[src/rtl/tdpt_pkg.sv]
// shared constants and types for the trial division prime test
`default_nettype none

package tdpt_pkg;

    // width of the candidate field on the input stream
    localparam int CAND_IN_BITS = 32;
    // default datapath width of the candidate
    localparam int CAND_BITS_DEF = 32;
    // output tdata is the flag padded to one byte
    localparam int OUT_DATA_BITS = 8;

    // status from the shared divider to the sequencer
    typedef struct packed {
        logic done;
        logic rem_zero;
        logic quo_ge_div;
    } div_status_t;

endpackage

`default_nettype wire

[src/rtl/tdpt_div.sv]
// iterative restoring divider, one quotient bit per cycle
`default_nettype none

module tdpt_div #(
    parameter int W = tdpt_pkg::CAND_BITS_DEF
) (
    input  wire logic                  clk,
    input  wire logic                  rst_n,
    input  wire logic                  start,
    input  wire logic [W-1:0]          dividend,
    input  wire logic [W-1:0]          divisor,
    output tdpt_pkg::div_status_t      status
);
    import tdpt_pkg::*;

    localparam int STEP_BITS = $clog2(W + 1);

    logic [W:0]           rem_reg, rem_next;
    logic [W-1:0]         quo_reg, quo_next;
    logic [W-1:0]         div_reg, div_next;
    logic [STEP_BITS-1:0] cnt_reg, cnt_next;
    logic                 busy_reg, busy_next;
    logic                 done_reg, done_next;

    logic [W:0] shifted;
    logic       ge;

    always_comb
    begin
        shifted   = {rem_reg[W-1:0], quo_reg[W-1]};
        ge        = shifted >= {1'b0, div_reg};
        rem_next  = rem_reg;
        quo_next  = quo_reg;
        div_next  = div_reg;
        cnt_next  = cnt_reg;
        busy_next = busy_reg;
        done_next = 1'b0;
        if (start)
        begin
            rem_next  = '0;
            quo_next  = dividend;
            div_next  = divisor;
            cnt_next  = STEP_BITS'(W);
            busy_next = 1'b1;
        end
        else if (busy_reg)
        begin
            rem_next = ge ? (shifted - {1'b0, div_reg}) : shifted;
            quo_next = {quo_reg[W-2:0], ge};
            cnt_next = cnt_reg - 1'b1;
            if (cnt_reg == STEP_BITS'(1))
            begin
                busy_next = 1'b0;
                done_next = 1'b1;
            end
        end
    end

    always_ff @(posedge clk or negedge rst_n)
    begin
        if (!rst_n)
        begin
            busy_reg <= 1'b0;
            done_reg <= 1'b0;
            cnt_reg  <= '0;
        end
        else
        begin
            busy_reg <= busy_next;
            done_reg <= done_next;
            cnt_reg  <= cnt_next;
        end
    end

    always_ff @(posedge clk)
    begin
        rem_reg <= rem_next;
        quo_reg <= quo_next;
        div_reg <= div_next;
    end

    assign status.done       = done_reg;
    assign status.rem_zero   = (rem_reg == '0);
    assign status.quo_ge_div = (quo_reg >= div_reg);

endmodule

`default_nettype wire

[src/rtl/trial_division_prime_test_core.sv]
// values below 3 and even values are decided in the check state without the divider; an odd
// candidate is divided by each odd divisor from 3 upward in turn on the shared divider,
// which produces one quotient bit per cycle
// throughput: one item at a time, s_axis_tready is high only while idle
// reset: rst_n asynchronous active low, clears the sequencer and the output valid
`default_nettype none

module trial_division_prime_test_core #(
    parameter int CANDIDATE_BITS = tdpt_pkg::CAND_BITS_DEF
) (
    input  wire logic                                clk,
    input  wire logic                                rst_n,
    input  wire logic                                s_axis_tvalid,
    output logic                                     s_axis_tready,
    input  wire logic [tdpt_pkg::CAND_IN_BITS-1:0]   s_axis_tdata,  // [31:0] candidate
    output logic                                     m_axis_tvalid,
    input  wire logic                                m_axis_tready,
    output logic [tdpt_pkg::OUT_DATA_BITS-1:0]       m_axis_tdata   // [0] prime_flag, rest zero
);
    import tdpt_pkg::*;

    localparam int W = CANDIDATE_BITS;

    localparam logic [1:0] ST_IDLE  = 2'd0;
    localparam logic [1:0] ST_CHECK = 2'd1;
    localparam logic [1:0] ST_DIV   = 2'd2;
    localparam logic [1:0] ST_DONE  = 2'd3;

    logic [1:0]   state_reg, state_next;
    logic [W-1:0] n_reg, n_next;
    logic [W-1:0] d_reg, d_next;
    logic         flag_reg, flag_next;
    logic         out_valid_reg, out_valid_next;
    logic         out_flag_reg, out_flag_next;
    logic         div_start;
    logic [W-1:0] cand_n;

    div_status_t  div_st;

    tdpt_div #(
        .W(W)
    ) u_div (
        .clk      (clk),
        .rst_n    (rst_n),
        .start    (div_start),
        .dividend (n_reg),
        .divisor  (d_reg),
        .status   (div_st)
    );

    // narrow or zero-extend the candidate to the datapath width
    always_comb
    begin
        cand_n = '0;
        for (int i = 0; i < W; i++)
        begin
            if (i < CAND_IN_BITS)
                cand_n[i] = s_axis_tdata[i];
        end
    end

    assign s_axis_tready = (state_reg == ST_IDLE);

    always_comb
    begin
        state_next     = state_reg;
        n_next         = n_reg;
        d_next         = d_reg;
        flag_next      = flag_reg;
        out_valid_next = out_valid_reg;
        out_flag_next  = out_flag_reg;

        if (out_valid_reg && m_axis_tready)
            out_valid_next = 1'b0;

        case (state_reg)
            ST_IDLE:
            begin
                if (s_axis_tvalid)
                begin
                    n_next     = cand_n;
                    state_next = ST_CHECK;
                end
            end
            ST_CHECK:
            begin
                d_next = W'(3);
                if (n_reg < W'(2))
                begin
                    flag_next  = 1'b0;
                    state_next = ST_DONE;
                end
                else if (n_reg == W'(2))
                begin
                    flag_next  = 1'b1;
                    state_next = ST_DONE;
                end
                else if (!n_reg[0])
                begin
                    flag_next  = 1'b0;
                    state_next = ST_DONE;
                end
                else
                begin
                    state_next = ST_DIV;
                end
            end
            ST_DIV:
            begin
                // the divider start is a pulse on entry and after each step to the next divisor, once d_reg holds it
                if (div_st.done)
                begin
                    if (!div_st.quo_ge_div)
                    begin
                        flag_next  = 1'b1;
                        state_next = ST_DONE;
                    end
                    else if (div_st.rem_zero)
                    begin
                        flag_next  = 1'b0;
                        state_next = ST_DONE;
                    end
                    else
                    begin
                        d_next = d_reg + W'(2);
                    end
                end
            end
            ST_DONE:
            begin
                if (!out_valid_reg || m_axis_tready)
                begin
                    out_valid_next = 1'b1;
                    out_flag_next  = flag_reg;
                    state_next     = ST_IDLE;
                end
            end
            default:
            begin
                state_next = ST_IDLE;
            end
        endcase
    end

    // start the divider on entry to the divide state and after each next divisor
    logic div_pending_reg, div_pending_next;

    always_comb
    begin
        div_pending_next = 1'b0;
        if ((state_reg == ST_CHECK) && (state_next == ST_DIV))
            div_pending_next = 1'b1;
        else if ((state_reg == ST_DIV) && div_st.done && (state_next == ST_DIV))
            div_pending_next = 1'b1;
    end

    assign div_start = div_pending_reg;

    always_ff @(posedge clk or negedge rst_n)
    begin
        if (!rst_n)
        begin
            state_reg       <= ST_IDLE;
            out_valid_reg   <= 1'b0;
            div_pending_reg <= 1'b0;
        end
        else
        begin
            state_reg       <= state_next;
            out_valid_reg   <= out_valid_next;
            div_pending_reg <= div_pending_next;
        end
    end

    always_ff @(posedge clk)
    begin
        n_reg        <= n_next;
        d_reg        <= d_next;
        flag_reg     <= flag_next;
        out_flag_reg <= out_flag_next;
    end

    assign m_axis_tvalid = out_valid_reg;
    assign m_axis_tdata  = {{(OUT_DATA_BITS-1){1'b0}}, out_flag_reg};

endmodule

`default_nettype wire

[config.mk]
export PLATFORM = sky130hd
export DESIGN_NAME = trial_division_prime_test_core
export DESIGN_NICKNAME = d
export VERILOG_FILES = /design/src/rtl/tdpt_pkg.sv /design/src/rtl/tdpt_div.sv /design/src/rtl/trial_division_prime_test_core.sv
export SDC_FILE = /design/constraint.sdc
export NUM_CORES = 1
export LEC_CHECK = 0
export BUFFER_PORTS_ARGS = -buffer_cell sky130_fd_sc_hd__buf_2
export CAP_MARGIN = 20
export CORE_UTILIZATION = 62
export CTS_CLUSTER_DIAMETER = 200
export DETAILED_ROUTE_END_ITERATION = 6
export PLACE_DENSITY_LB_ADDON = 0.1
export SYNTH_ARGS = -nofsm -noshare
export SYNTH_HDL_FRONTEND = slang
export SYNTH_SLANG_ARGS = --single-unit
[constraint.sdc]
create_clock -name clk -period 5.12 [get_ports clk]
set_input_delay 1.536 -clock clk [delete_from_list [all_inputs] [get_ports clk]]
set_output_delay 1.536 -clock clk [all_outputs]
set_load 0.02 [all_outputs]
==> results by group, run 1 <==
Worst setup path
  • Capture point of the critical path: d_reg[1]
  • R2r startpoint: u_div.quo_reg[1]
  • Reg2Reg Depth: 11
  • Crit path launch type: register
  • Worst reg2reg setup slack: 1.37 ns
  • Maximum fanout along the worst path: 31
  • Crit path capture type: register
  • Setup crit start: u_div.quo_reg[1]
  • Crit Reg-Reg Endpoint: d_reg[1]
  • WP data required: 5.20 ns
  • CP Class: reg2reg
  • Arrival @ worst endpoint: roughly 3.8 ns

Synthesis
  • Async SR Flop Fraction: roughly 7%
  • Post-synthesis compound-gate area fraction: between 10% and 20%
  • YS warnings: 0
  • Cell area after synthesis: about 0.0096 mm²
  • Adder-Cell Fraction of Synth Area: 8.85%
  • FF+latch count, synth: 173
  • Post-synth EDFFs: 128
  • Largest family of logic cells by synthesized area: simple AND/OR/NAND/NOR gates
  • Multiplexer share of the synthesized area: 4.19%
  • Synth Area in XOR/XNOR: roughly 5.5%
  • Synth unique cells: 66
  • Syn Inst Count: 891
  • Synth Area per Inst: 10.7 µm²
  • Post-synth top flop: edfxtp_1
  • Post-synthesis simple-gate area fraction: 13.9%
  • Post-synthesis sequential area ratio: about half

Route
  • DRC errors left: 0
  • Initial DRC count: 566
  • Via density per instance: between 6 and 7
  • Antenna Nets Post-Route: 0
  • Vias: 7126
  • M1 WL: 10.2 mm
  • Met2 routed WL: 10.5 mm
  • Total Wirelength: 22.8 mm
  • Routed wire length per instance: around 20 µm
  • DRT Pass-1 Iters: 5
  • WL met3: 1.48 mm
  • Top Layer Used: met4

STA
  • Final setup viols: 0
  • Fmax: 0.267 GHz
  • Final Max Slew Viols: 0
  • Final Skew: 0.0109 ns
  • Unrepaired setup endpoints after global routing: no
  • Least-Margin Pin Slew: 1.02 ns
  • Final min period: 3.75 ns
  • Final Hold Vio Count: 0
  • Post-route clock period utilization: 73.2%
  • Final TNS setup: 0 ns
  • Rel. slew slack: 32.2%

Die
  • Ports: 46
  • Core area: 0.0151 mm²
  • Die area: 0.0159 mm²
  • Initial core utilization: 63.1%
  • # rows: 45
  • Die height: between 100 and 150 µm
  • Die X: roughly 130 µm

Finish
  • Largest register FFs: 33
  • Fillers: 1058
  • Fin util: 69.4%
  • Area Overhead vs Synth: 10.0%
  • Post-route cell area: ~0.011 mm²
  • Fin nets: ~1000
  • Layout cell share with drive strength beyond 1: approximately an eighth

Clock network
  • Postcts setup bufs: 0
  • # clock sinks: 173
  • CTS tree: done
  • Hold_buf cts: 0
  • Worst-Skew Late Latency: 0.44 ns
  • Root buf cell: clkbuf_16
  • CTS Buffer Depth: 2
  • H-tree depth: 4
  • Clock Pin Slew Worst Setup and Hold Paths: 0.07 ns
  • TritonCTS Buffers: 17
  • # resized after CTS: 0

Global routing
  • Initial antenna violation count: 1
  • First-pass GRT wire length: ~35 mm
  • Gr usage total: 29.3%
  • Vias in the first global route: 6743
  • Largest net degree at the start of global routing: 73
  • Total grt overflow: 0

Place
  • Post-DP Area: 0.00991 mm²
  • # port buffers: 38
  • Post-detail-place hpwl: 16.4 mm
  • GP Congestion: 0.928

Power
  • Leak: ~4.2 nW
  • Worst VDD drop: 363 µV
  • P per Cell Area: 708 mW/mm²

Flow run
  • Total of max-cap violations: 0

Min path
  • Min-Delay Path Class: reg2reg

Outcome
  • Outcome: finished, final reports clean
-- kinds of logic (layout without fill, tap and decap cells) --
group | count (synthesis) | in the layout
simple gates | 286 | 286
fa+ha+maj | 67 | 67
compound gates | 183 | 183
flops | 173 | 173
other cells | 1 | 8
buf+inv | 85 | 129
xor+xnor | 60 | 60
mux | 36 | 36
-- routing by layer --
layer,up-vias,track usage (%)
met1,3466,40.1
met5,-,0
met4,0,12.3
met3,50,6.33
li1,3352,-
met2,258,45.4
-- worst max-delay path, cell delays in order (launching register included) --
cell	delay, ns
edfxtp_1	0.40
ha_1	0.29
a21o_1	0.11
a21oi_1	0.06
o21ai_0	0.20
a31oi_1	0.13
nor4_1	0.52
o41ai_1	0.16
a2111oi_0	0.65
o2bb2ai_1	0.28
o21bai_2	0.17
buf_4	0.39
-- metrics by stage --
step | std cells | hold WS (ns) | setup WS [ns] | power, W
final | 1130 | 0.438 | 1.37 | 0.00745
after global routing | 1129 | 0.451 | 1.19 | 0.00790
after CTS | 1128 | 0.436 | 1.37 | 0.00738
after detailed placement | 1097 | 0.421 | 1.42 | 0.00605
after global placement | 1097 | 0.421 | 1.61 | 0.00594
after floorplan | 897 | 0.400 | 1.20 | 0.00515
-- Yosys cell counts, types with 3 or more instances --
| cell type | instances | area share [%] |
|---|---|---|
| mux2_2 | 32 | 3.8 |
| and3_1 | 12 | 0.79 |
| dfrtp_1 | 12 | 3.1 |
| o21ai_1 | 5 | 0.26 |
| or3_1 | 6 | 0.39 |
| o21bai_1 | 5 | 0.39 |
| nand2b_1 | 4 | 0.26 |
| ha_1 | 66 | 8.6 |
| mux2i_1 | 4 | 0.42 |
| edfxtp_1 | 128 | 40 |
| and2_1 | 7 | 0.46 |
| nand3_1 | 27 | 1.4 |
| a31oi_1 | 6 | 0.39 |
| o211ai_1 | 9 | 0.71 |
| a211oi_1 | 6 | 0.47 |
| buf_1 | 3 | 0.12 |
| xnor2_1 | 26 | 2.4 |
| a21oi_1 | 44 | 2.3 |
| nand3b_1 | 3 | 0.24 |
| buf_4 | 8 | 0.63 |
| nor2b_1 | 7 | 0.46 |
| nand2_1 | 85 | 3.3 |
| xor2_1 | 34 | 3.1 |
| clkbuf_1 | 15 | 0.59 |
| nor2_1 | 86 | 3.4 |
| o31ai_1 | 5 | 0.39 |
| nand4_1 | 16 | 1.0 |
| inv_1 | 51 | 2.0 |
| dfxtp_1 | 33 | 6.9 |
| nor4_1 | 16 | 1.0 |
| nor3_1 | 12 | 0.63 |
| o21a_1 | 3 | 0.24 |
| o21ai_0 | 31 | 1.6 |
| buf_2 | 8 | 0.42 |
| a41oi_1 | 3 | 0.27 |
| a21o_1 | 22 | 1.7 |
| a311oi_1 | 17 | 1.6 |
-- cell type report --
| cell class | count | area [µm²] | share of cell area, % |
|---|---|---|---|
| multi-input combinational | 639 | 4420 | 42.0 |
| clock buffer | 18 | 429 | 4.08 |
| timing repair buffer | 47 | 278 | 2.64 |
| antenna | 1 | 2.50 | 0.0238 |
| inverter | 51 | 191 | 1.82 |
| clock inverter | 13 | 150 | 1.43 |
| sequential | 173 | 4810 | 45.7 |
| tap | 188 | 235 | 2.24 |
-- worst min-delay path by stage --
stage	end	cells after the start	from
2_1_floorplan	out_flag_reg	0	flag_reg
3_3_place_gp	out_flag_reg	0	flag_reg
3_5_place_dp	out_flag_reg	0	flag_reg
4_1_cts	out_flag_reg	0	flag_reg
5_1_grt	out_flag_reg	0	flag_reg
6_report	out_flag_reg	0	flag_reg
-- cells in the final DEF (no fill, tap or decap), drive strengths merged, types with 4 or more instances in the layout --
cell type,Yosys,final
a211oi,7,7
a21o,22,22
a21oi,45,45
a311oi,17,17
a31oi,6,6
and2,7,7
and3,12,12
buf,19,47
clkbuf,15,18
conb,1,7
dfrtp,12,12
dfxtp,33,33
edfxtp,128,128
ha,66,66
inv,51,59
mux2,32,32
mux2i,4,4
nand2,85,85
nand2b,4,4
nand3,27,27
nand4,16,16
nor2,86,86
nor2b,7,7
nor3,12,12
nor4,16,16
o211ai,11,11
o21ai,38,38
o21bai,5,5
o31ai,5,5
or3,6,6
xnor2,26,26
xor2,34,34
-- power by group --
part / total [W] / switching, W / internal [W]
registers: 0.00262 / 0.000449 / 0.00217
clock network: 0.00130 / 0.000571 / 0.000729
logic: 0.00353 / 0.00206 / 0.00146
Power figures use the tool's default switching activity.
==> run 2: changes to the inputs <==
--- a/config.mk
+++ b/config.mk
@@ -5,9 +5,10 @@
 export SDC_FILE = /design/constraint.sdc
 export NUM_CORES = 1
 export LEC_CHECK = 0
+export ABC_AREA = 1
 export BUFFER_PORTS_ARGS = -buffer_cell sky130_fd_sc_hd__buf_2
 export CAP_MARGIN = 20
-export CORE_UTILIZATION = 62
+export CORE_UTILIZATION = 63
 export CTS_CLUSTER_DIAMETER = 200
 export DETAILED_ROUTE_END_ITERATION = 6
 export PLACE_DENSITY_LB_ADDON = 0.1
==> constraint.sdc (replaced) <==
create_clock -name clk -period 3.66 [get_ports clk]
set_input_delay 1.098 -clock clk [delete_from_list [all_inputs] [get_ports clk]]
set_output_delay 1.098 -clock clk [all_outputs]
set_load 0.02 [all_outputs]
==> results by group, run 2 <==
STA
  • Final TNS setup: 0 ns
  • Rel. slew slack: a little over a third
  • Post-route clock period utilization: 74.8%
  • Final Hold Vio Count: 0
  • Final Skew: 0.0161 ns
  • Final Max Slew Viols: 0
  • Final min period: ~2.7 ns
  • Unrepaired setup endpoints after global routing: no
  • Fmax: 0.365 GHz
  • Final setup viols: 0
  • Least-Margin Pin Slew: 0.965 ns

Finish
  • Commonest non-fill, non-tap cell in the layout: nand2_1
  • Fin nets: approximately 1600
  • Largest register FFs: 33
  • Fillers: ~1400
  • Antenna cells: 0
  • Most frequent cells in the layout: nand2_1 (513), inv_1 (234), edfxtp_1 (128)
  • Layout cell share with drive strength beyond 1: under 10%
  • Post-route cell area: around 0.012 mm²
  • Fin util: between 70% and 80%
  • Area Overhead vs Synth: 8.27%

Synthesis
  • Synth area leaders: edfxtp_1 (35%), nand2_1 (18%), inv_1 (8.0%)
  • Synth Area per Inst: 7.55 µm²
  • Syn Inst Count: 1450
  • Post-synthesis sequential area ratio: 43.9%
  • Post-synthesis compound-gate area fraction: 4.32%
  • Most frequent cells after synthesis: nand2_1 (513), inv_1 (234), edfxtp_1 (128)
  • Synth Area in XOR/XNOR: approximately 1.7%
  • Post-synth top flop: edfxtp_1
  • Largest family of logic cells by synthesized area: simple AND/OR/NAND/NOR gates
  • Post-synthesis simple-gate area fraction: 32.5%
  • Synth unique cells: 43
  • Top cell type's share of synthesized area: approximately a third
  • Count leader, synth: nand2_1
  • FF+latch count, synth: between 150 and 200
  • YS warnings: 0
  • Post-synth EDFFs: 128
  • Synth area leader: edfxtp_1
  • Async SR Flop Fraction: 6.94%
  • Cell area after synthesis: around 0.011 mm²
  • Adder-Cell Fraction of Synth Area: 7.72%
  • Multiplexer share of the synthesized area: 0%

Clock network
  • Hold_buf cts: 0
  • H-tree depth: 4
  • CTS tree: done
  • Worst-Skew Late Latency: 0.44 ns
  • TritonCTS Buffers: 17
  • Postcts setup bufs: 0
  • CTS Buffer Depth: 2
  • # resized after CTS: 0
  • Root buf cell: clkbuf_16
  • # clock sinks: 173
  • Clock Pin Slew Worst Setup and Hold Paths: roughly 0.06 ns

Route
  • DRT Pass-1 Iters: 5
  • Vias: 9247
  • DRC errors left: 0
  • Total Wirelength: 27.2 mm
  • Antenna Nets Post-Route: 0
  • Via density per instance: approximately 5.4
  • Routed wire length per instance: between 15 and 20 µm
  • Initial DRC count: 716

Die
  • # rows: 47
  • Die area: 0.0179 mm²
  • Die X: about 130 µm
  • Die height: 134 µm
  • Ports: 46
  • Initial core utilization: 65.3%
  • Core area: 0.0168 mm²

Global routing
  • Initial antenna violation count: 0
  • First-pass GRT wire length: 42.6 mm
  • Gr usage total: roughly a third
  • Largest net degree at the start of global routing: 50
  • Total grt overflow: 0
  • Vias in the first global route: 8416
  • Met3 Use GR: 4.76%
  • Met1 global-route usage: 42.2%
  • Met2 Track Usage GR: ~52%
  • Grt peak-use layer: met2

Worst setup path
  • Crit-path cells: inv_1 -> ha_1 -> nand2_1 -> inv_1 -> nand2_1 -> and2_1 -> nor2_1 -> nor2_1 -> nand2_2 -> nor2_8 -> nand2_8 -> nand2_1 -> nand3_1 -> nand2_1
  • Largest delay share family, worst path: simple AND/OR/NAND/NOR gates
  • Crit path launch type: register
  • Crit Reg-Reg Endpoint: u_div.rem_reg[11]
  • Most frequent cell on the critical path: nand2_1
  • Crit path capture type: register
  • CP max stage cell: nor2_8
  • Worst reg2reg setup slack: 0.92 ns
  • R2r startpoint: u_div.div_reg[27]
  • Reg2Reg Depth: 14
  • Arrival @ worst endpoint: 3.11 ns
  • Maximum fanout along the worst path: 34
  • Buf/Inv on CP: 2
  • CP Class: reg2reg
  • WP data required: 4.03 ns
  • CP max stage delay: 0.48 ns

Place
  • Post-detail-place hpwl: 20.8 mm
  • GP Congestion: roughly 0.96
  • Post-DP Area: 0.0113 mm²
  • # port buffers: 38

Power
  • Leak: ~5.8 nW
  • Switching part of the total: about 46%
  • Final Power: 0.0105 W
  • Share of power burned in registers: 33.3%
  • Worst VDD drop: approximately 530 µV
  • Clock group share of total power: approximately 16%
  • P per Cell Area: slightly below 900 mW/mm²
  • Pint: 0.00568 W
  • Gate power share: 50.3%
  • Sw Pwr: 0.00479 W

Min path
  • Min-Delay Path Class: reg2reg
  • Hold Path Origin: flag_reg
  • Worst Hold Path Cells: 0
  • Worst Hold Path EP: out_flag_reg

Flow run
  • Total of max-cap violations: 0

Outcome
  • Outcome: finished, final reports clean
==> run 2: cell count changes after synthesis, moves of 13 or more <==
cell | before | now
nand2_1 | 85 | 513
inv_1 | 51 | 234
nand3_1 | 27 | 110
mux2_2 | 32 | 0
xor2_1 | 34 | 3
nor2_1 | 86 | 111
a21o_1 | 22 | 0
a311oi_1 | 17 | 0
nor4_1 | 16 | 3
==> run 2: how the worst max path moves through the flow <==
stage | startpoint | to | slack (ns) | depth (start not counted)
CTS | u_div.div_reg[27] | u_div.rem_reg[11] | 0.95 | 14
finish | u_div.div_reg[27] | u_div.rem_reg[11] | 0.92 | 14
global route | u_div.div_reg[27] | u_div.rem_reg[18] | 0.70 | 14
detailed placement | u_div.div_reg[27] | u_div.rem_reg[11] | 0.96 | 14
global placement | u_div.div_reg[27] | u_div.rem_reg[10] | 0.96 | 14
floorplan | div_pending_reg | u_div.quo_reg[0] | 1.20 | 3
==> run 2: area by class of cell <==
cell class                 count  area (µm²)  area share, %
clock buffer                  20         457           3.85
sequential                   173        4810           40.5
timing repair buffer          45         243           2.05
multi-input combinational   1014        5090           43.0
inverter                     235         882           7.44
clock inverter                12        98.8          0.834
tap                          220         275           2.32
==> run 2: power groups by stage <==
stage | Clock [W] | Combinational (W) | Sequential [W]
floorplan | 0 | 0.00400 | 0.00335
global placement | 0 | 0.00509 | 0.00350
detailed placement | 0 | 0.00518 | 0.00351
CTS | 0.00173 | 0.00521 | 0.00347
global route | 0.00179 | 0.00593 | 0.00356
finish | 0.00172 | 0.00526 | 0.00349
==> run 2: stage by stage <==
step                      setup slack [ns]  cells  hold WS, ns
final                                0.921   1719        0.460
after global routing                 0.701   1719        0.489
after CTS                            0.947   1719        0.467
after detailed placement             0.961   1687        0.452
after global placement               0.958   1687        0.451
after floorplan                       1.20   1456        0.400
==> run 2: logic make-up (layout without fill, tap and decap cells) <==
logic type,count (synthesis),count (layout)
AOI/OAI and AO/OA,90,90
other,1,7
and+or+nand+nor,829,829
adders and majority gates,67,67
DFF,173,173
buffers and inverters,269,312
xor gates and xnor gates,21,21
==> run 2: metal layers <==
metal | share of wire, % | vias up
met5 | 0 | -
met3 | 6.4 | 39
met2 | 48 | 302
li1 | - | 4685
met4 | 2.0 | 0
met1 | 44 | 4221
==> run 2: worst reg2reg max path, delay by kind of cell, from the launching register on <==
kind,cells,cell delay (ns)
simple gates,11,1.86
flops,1,0.35
fa+ha+maj,1,0.30
buf+inv,2,0.18
